===== config.mk =====
export PLATFORM = sky130hd
export DESIGN_NAME = pfb_front
export DESIGN_NICKNAME = d
export VERILOG_FILES = /design/src/hw/rtl/pfb_pkg.sv /design/src/hw/rtl/pfb_cmd_queue.sv /design/src/hw/rtl/pfb_front.sv
export SDC_FILE = /design/constraint.sdc
export NUM_CORES = 1
export LEC_CHECK = 0
export ABC_AREA = 0
export BUFFER_PORTS_ARGS = -buffer_cell sky130_fd_sc_hd__buf_2
export CAP_MARGIN = 20
export CORE_MARGIN = 2
export CORE_UTILIZATION = 40
export CTS_CLUSTER_DIAMETER = 30
export DETAILED_ROUTE_END_ITERATION = 7
export REMOVE_ABC_BUFFERS = 1
export SYNTH_ARGS = -nofsm -noshare
export SYNTH_HDL_FRONTEND = slang
export SYNTH_HIERARCHICAL = 1
export SYNTH_SLANG_ARGS = --single-unit

===== constraint.sdc =====
create_clock -name clk -period 3.2 [get_ports clk]
set_input_delay 0.32 -clock clk [delete_from_list [all_inputs] [get_ports clk]]
set_output_delay 0.32 -clock clk [all_outputs]
set_load 0.01 [all_outputs]

===== src/hw/rtl/pfb_pkg.sv =====
// Shared constants and types for the polyphase FIR branch bank.
`default_nettype none
package pfb_pkg;

  // Default configuration of the bank
  localparam int TAPS_DEF       = 16;
  localparam int BRANCHES_DEF   = 16;
  localparam int DATA_WIDTH_DEF = 16;
  localparam int COEF_WIDTH_DEF = 16;
  localparam int ACC_WIDTH_DEF  = 40;
  localparam int OUT_WIDTH_DEF  = 14;

  // Fixed port widths
  localparam int BRANCH_W   = 4;
  localparam int TAP_IDX_W  = 4;
  localparam int SAMPLE_W   = 16;
  localparam int COEF_IN_W  = 16;
  localparam int FILTERED_W = 14;

  // Command queue depth between front and engine
  localparam int QUEUE_DEPTH = 2;

  // Opcode field codes
  localparam logic OP_LOAD   = 1'b0;
  localparam logic OP_FILTER = 1'b1;

  typedef enum logic {
    CMD_LOAD,
    CMD_FILTER
  } cmd_kind_t;

  typedef enum logic [1:0] {
    ENG_IDLE,
    ENG_RUN,
    ENG_DRAIN,
    ENG_DONE
  } eng_state_t;

endpackage
`default_nettype wire


===== src/hw/rtl/pfb_cmd_queue.sv =====
// Small register FIFO that carries commands from the front to the engine.
`default_nettype none
module pfb_cmd_queue #(
  parameter int WIDTH = 8,
  parameter int DEPTH = pfb_pkg::QUEUE_DEPTH
) (
  input  wire logic             clk,
  input  wire logic             rst_n,
  input  wire logic             push,
  input  wire logic [WIDTH-1:0] push_data,
  output logic                  full,
  input  wire logic             pop,
  output logic [WIDTH-1:0]      pop_data,
  output logic                  not_empty
);

  localparam int AW = (DEPTH > 1) ? $clog2(DEPTH) : 1;
  localparam int CW = $clog2(DEPTH + 1);

  logic [WIDTH-1:0] store_r [DEPTH];
  logic [AW-1:0]    wr_ptr_r, wr_ptr_nxt;
  logic [AW-1:0]    rd_ptr_r, rd_ptr_nxt;
  logic [CW-1:0]    count_r, count_nxt;
  logic             do_push, do_pop;

  assign full      = (count_r == CW'(DEPTH));
  assign not_empty = (count_r != '0);
  assign do_push   = push && !full;
  assign do_pop    = pop && not_empty;
  assign pop_data  = store_r[rd_ptr_r];

  always_comb begin
    wr_ptr_nxt = wr_ptr_r;
    rd_ptr_nxt = rd_ptr_r;
    count_nxt  = count_r;
    if (do_push) begin
      wr_ptr_nxt = (wr_ptr_r == AW'(DEPTH - 1)) ? '0 : wr_ptr_r + 1'b1;
    end
    if (do_pop) begin
      rd_ptr_nxt = (rd_ptr_r == AW'(DEPTH - 1)) ? '0 : rd_ptr_r + 1'b1;
    end
    if (do_push && !do_pop) begin
      count_nxt = count_r + 1'b1;
    end else if (do_pop && !do_push) begin
      count_nxt = count_r - 1'b1;
    end
  end

  always_ff @(posedge clk) begin
    if (!rst_n) begin
      wr_ptr_r <= '0;
      rd_ptr_r <= '0;
      count_r  <= '0;
    end else begin
      wr_ptr_r <= wr_ptr_nxt;
      rd_ptr_r <= rd_ptr_nxt;
      count_r  <= count_nxt;
    end
  end

  always_ff @(posedge clk) begin
    if (do_push) begin
      store_r[wr_ptr_r] <= push_data;
    end
  end

endmodule
`default_nettype wire


===== src/hw/rtl/pfb_front.sv =====
// Front end: accepts input transactions, drops out-of-range ones, queues commands.
`default_nettype none
module pfb_front #(
  parameter int TAPS       = pfb_pkg::TAPS_DEF,
  parameter int BRANCHES   = pfb_pkg::BRANCHES_DEF,
  parameter int DATA_WIDTH = pfb_pkg::DATA_WIDTH_DEF,
  parameter int COEF_WIDTH = pfb_pkg::COEF_WIDTH_DEF
) (
  input  wire logic                                clk,
  input  wire logic                                rst_n,
  input  wire logic                                in_valid,
  output logic                                     in_stall,
  input  wire logic                                in_opcode,
  input  wire logic [pfb_pkg::BRANCH_W-1:0]        in_branch,
  input  wire logic                                in_rail,
  input  wire logic [pfb_pkg::TAP_IDX_W-1:0]       in_tap_index,
  input  wire logic signed [pfb_pkg::COEF_IN_W-1:0] in_coef_value,
  input  wire logic signed [pfb_pkg::SAMPLE_W-1:0] in_sample,
  output logic                                     cmd_valid,
  input  wire logic                                cmd_pop,
  output pfb_pkg::cmd_kind_t                       cmd_kind,
  output logic [pfb_pkg::BRANCH_W-1:0]             cmd_branch,
  output logic                                     cmd_rail,
  output logic [$clog2(TAPS)-1:0]                  cmd_tap,
  output logic signed [COEF_WIDTH-1:0]             cmd_coef,
  output logic signed [DATA_WIDTH-1:0]             cmd_sample
);

  localparam int TW  = $clog2(TAPS);
  localparam int QW  = 1 + pfb_pkg::BRANCH_W + 1 + TW + COEF_WIDTH + DATA_WIDTH;
  localparam int SXW = (DATA_WIDTH > pfb_pkg::SAMPLE_W) ? DATA_WIDTH : pfb_pkg::SAMPLE_W;
  localparam int CXW = (COEF_WIDTH > pfb_pkg::COEF_IN_W) ? COEF_WIDTH : pfb_pkg::COEF_IN_W;

  logic                   accept, push, full, is_filter, branch_ok, tap_ok;
  logic signed [SXW-1:0]  smp_ext;
  logic signed [CXW-1:0]  coef_ext;
  logic [QW-1:0]          push_data, pop_data;
  logic                   kind_bit;

  assign in_stall  = full;
  assign accept    = in_valid && !in_stall;
  assign is_filter = (in_opcode == pfb_pkg::OP_FILTER);
  assign branch_ok = (int'(in_branch) < BRANCHES);
  assign tap_ok    = (int'(in_tap_index) < TAPS);
  assign push      = accept && branch_ok && (is_filter || tap_ok);

  // sign-extend from 16 bits, then wrap to the internal widths
  assign smp_ext  = SXW'(in_sample);
  assign coef_ext = CXW'(in_coef_value);

  assign push_data = {is_filter, in_branch, in_rail, TW'(in_tap_index),
                      coef_ext[COEF_WIDTH-1:0], smp_ext[DATA_WIDTH-1:0]};

  pfb_cmd_queue #(
    .WIDTH (QW),
    .DEPTH (pfb_pkg::QUEUE_DEPTH)
  ) u_queue (
    .clk       (clk),
    .rst_n     (rst_n),
    .push      (push),
    .push_data (push_data),
    .full      (full),
    .pop       (cmd_pop),
    .pop_data  (pop_data),
    .not_empty (cmd_valid)
  );

  assign {kind_bit, cmd_branch, cmd_rail, cmd_tap, cmd_coef, cmd_sample} = pop_data;
  assign cmd_kind = kind_bit ? pfb_pkg::CMD_FILTER : pfb_pkg::CMD_LOAD;

endmodule
`default_nettype wire


==> results summary <==
The flow ran to the end, and the final reports show no timing, DRC or antenna violations. The post-synthesis async set-or-reset flop share came out at 0%. The final-layout setup total negative slack came out at 0 ps.

Global routing consumed, over all layers together, 12.7% of the routing resources. The final critical-path setup slack is 1060 ps. The endpoint of the lowest-slack register-to-register path is u_queue/store_r[1][28]. In the post-synthesis netlist, the biggest area contributors are sky130_fd_sc_hd__edfxtp_1 77%, sky130_fd_sc_hd__mux2_2 14%, sky130_fd_sc_hd__dfxtp_1 3.1%.

The analysis attributes to cell leakage a power of 1.52 nW. 90 I/O pins were placed. The maximum clock insertion buffer count came out at 2. The max-slew violation count is 0. The count of placed standard cells including taps came out at 348. The detailed router's first-iteration violation count came out at 50.

The placed wire-length estimate came out at 3.71 mm. Fill cells in the final layout number 680. On the final layout, the worst clock skew is 5.84 ps.

The startpoint identified for the worst register-to-register timing path is u_queue/count_r[0]. The netlist area before placement is 0.00327 mm^2. The setup slack of the worst register-to-register path came out at 1310 ps. The number of setup violations in the final report came out at 0. TritonCTS built the clock tree. The worst setup timing slack at the placement stage is 1280 ps.

The largest total area in the synthesized netlist belongs to sky130_fd_sc_hd__edfxtp_1. The remaining max-slew budget at the tightest pin came out at 64.3%. The starting utilization of the core area is 41.9%. The area of the core came out at 0.00781 mm^2.

The category of the critical setup timing path is flip-flop to primary output. For this run, the number of Yosys warnings is 6. The die is 94.4 um tall. The synthesized instance count came out at 157. The fmax is 0.468 GHz. The final layout contains routed wiring with a total length of 5.55 mm.

The length of the first detailed-routing pass in iterations came out at 4. The total of hold buffers inserted after clock tree synthesis came out at 0. The number of global-route vias before repair came out at 1629. The fraction of the yosys area taken by sequential cells came out at 80.2%. Sorting the synthesized cells by how often they occur yields 84 x sky130_fd_sc_hd__edfxtp_1, 42 x sky130_fd_sc_hd__mux2_2, 5 x sky130_fd_sc_hd__buf_2, 5 x sky130_fd_sc_hd__dfxtp_1, 3 x sky130_fd_sc_hd__and2_1.

The number of clock buffers added by TritonCTS is 9. The overflow left after global routing came out at 0. Setup repair after global routing left no endpoint under its margin. The count of flip-flops with a built-in enable after synthesis is 84. The portion of synthesized cell area occupied by the leading cell type came out at 77.1%. The cell count of the worst hold path came out at 1. For this run, design rule violations remaining after detail routing come to 0.

The number of antenna violations at the first check in global routing is 0. The placement row count came out at 32. The total number of nets in the final design came out at 304. The worst setup path is launched from a flip-flop.

In this run the worst hold path is classified as primary input to flip-flop. The number of I/O port buffers is 89. The per-cell via count in the routed design came out at 4.64. The power consumption came out at 3.21 mW.

The placer's final routability congestion estimate is 0.685. The register clock-pin slew on the reported worst setup and hold paths is 80 ps. The maximum fanout along the worst path is 19. The number of cells upsized or downsized after cts is 0.

The final standard cell utilization of the core came out at 52.1%. The number of cells on the worst reg-to-reg path came out at 5. The clock period minus final worst setup slack is 2140 ps.

The share of cells above drive strength 1 came out at 59.5%. The number of antenna diodes in the final layout is 0. The number of nets with antenna violations after detailed routing is 0.

The number of sinks handled by clock tree synthesis is 89. The final routed wire length divided by cell count is 15.3 um. Summing over every cut layer, the via total after detailed routing is 1689. The worst-case IR drop observed on VDD is 0.433 mV. sky130_fd_sc_hd__edfxtp_1 is the most common cell in the netlist. The cell area power density is 788 mW/mm^2. The mean post-synth cell area is 20.8 um^2.

The ratio of final minimum period to clock period came out at 66.8%. The number of unique standard cell types used by synthesis came out at 22. The cell at the root of the clock tree is sky130_fd_sc_hd__clkbuf_8. The width of the chip is 94.4 um. The placed cell area is 0.00388 mm^2. The worst hold slack after final layout is 157 ps. Entering global routing, the biggest net connects 28 pins. The clock latency on the worst-skew pair came out at 340 ps. The overall die area came out at 0.00892 mm^2.

The slew at the pin with the worst max-slew slack is 536 ps. The final number of hold-violating endpoints is 0. The worst path required time came out at 2880 ps. The area added between synthesis and finish came out at 24.5%.

For the worst setup path, the data arrival time is 1820 ps. The top flip-flop cell by instance count after synthesis is sky130_fd_sc_hd__edfxtp_1. The startpoint identified for the worst hold timing path is in_coef_value[13]. After synthesis the netlist holds a flip-flop and latch count of 89. With fillers left out, the area of the finished cells amounts to 0.00407 mm^2. The post-layout instance count excluding filler cells came out at 364. The nature of the critical path endpoint is a primary output. Buffers added to address setup during post-CTS repair amount to 0. The first global-routing pass estimated 8.05 mm of wire.

Across the run, the number of max-cap violations was 0. The deepest level of the CTS H-tree is 3. For hold timing, the worst endpoint is u_queue/store_r[0][29].
## cell families (layout without fill, tap and decap cells)
| family | count (synthesis) | in the layout | synth area share, % |
|---|---|---|---|
| flops | 89 | 89 | 80.2 |
| mux | 42 | 42 | 14.5 |
| simple gates | 10 | 10 | 2.18 |
| buf+inv | 7 | 112 | 0.994 |
| compound gates | 5 | 5 | 0.995 |
| xor+xnor | 3 | 3 | 0.804 |
| fa+ha+maj | 1 | 1 | 0.382 |
## critical path, stage by stage, from the launching register on
cell                      delay, ps
sky130_fd_sc_hd__dfxtp_2        630
sky130_fd_sc_hd__buf_4          320
sky130_fd_sc_hd__mux2_2         370
sky130_fd_sc_hd__buf_2          140
## report_power, final
group          switching [mW]  total, mW  internal [mW]
Sequential             0.0794       1.59           1.51
Combinational           0.452      0.873          0.421
Clock                   0.381      0.745          0.364
## final cells by class
type                       instances  area [um^2]  share of cell area (%)
clock inverter                     6         66.3                    1.63
inverter                           2         7.51                   0.184
multi-input combinational         61          623                    15.3
sequential                        89         2620                    64.4
tap                              102          128                    3.13
clock buffer                      10          128                    3.13
timing repair buffer              94          495                    12.2
## placed cells by master, fill, tap and decap left out, types with 2 or more instances in the layout
cell,n
sky130_fd_sc_hd__xnor2_1,2
sky130_fd_sc_hd__edfxtp_1,84
sky130_fd_sc_hd__clkbuf_8,9
sky130_fd_sc_hd__inv_6,2
sky130_fd_sc_hd__mux2_2,42
sky130_fd_sc_hd__buf_2,89
sky130_fd_sc_hd__buf_4,4
sky130_fd_sc_hd__and2_1,3
sky130_fd_sc_hd__dfxtp_1,4
sky130_fd_sc_hd__clkinvlp_4,2
## per-layer routing
metal,vias up,GRT usage (%),wire length [um]
met2,50,19.9,2650
met5,-,0,0
met4,0,7.97,136
met3,11,2.47,335
met1,818,16.3,2430
li1,810,-,-
## state kept, by name, summed over array words and instances, names as in the netlist, named ones only
register,cells
u_queue/store_r,84
u_queue/rd_ptr_r,1
u_queue/count_r,2
u_queue/wr_ptr_r,1
## worst max path at each step
stage | start | slack, ps | cells past startpoint | endpoint
2_1_floorplan | u_queue/count_r[0] | 270 | 5 | u_queue/store_r[0][0]
3_3_place_gp | u_queue/count_r[0] | 1330 | 5 | u_queue/store_r[1][1]
3_5_place_dp | u_queue/count_r[0] | 1280 | 5 | u_queue/store_r[1][37]
4_1_cts | flip-flop | 1020 | 3 | cmd_tap[1]
5_1_grt | flip-flop | 960 | 3 | cmd_coef[14]
6_report | flip-flop | 1060 | 3 | cmd_tap[1]
No activity file was read; power rests on OpenSTA's default activity.
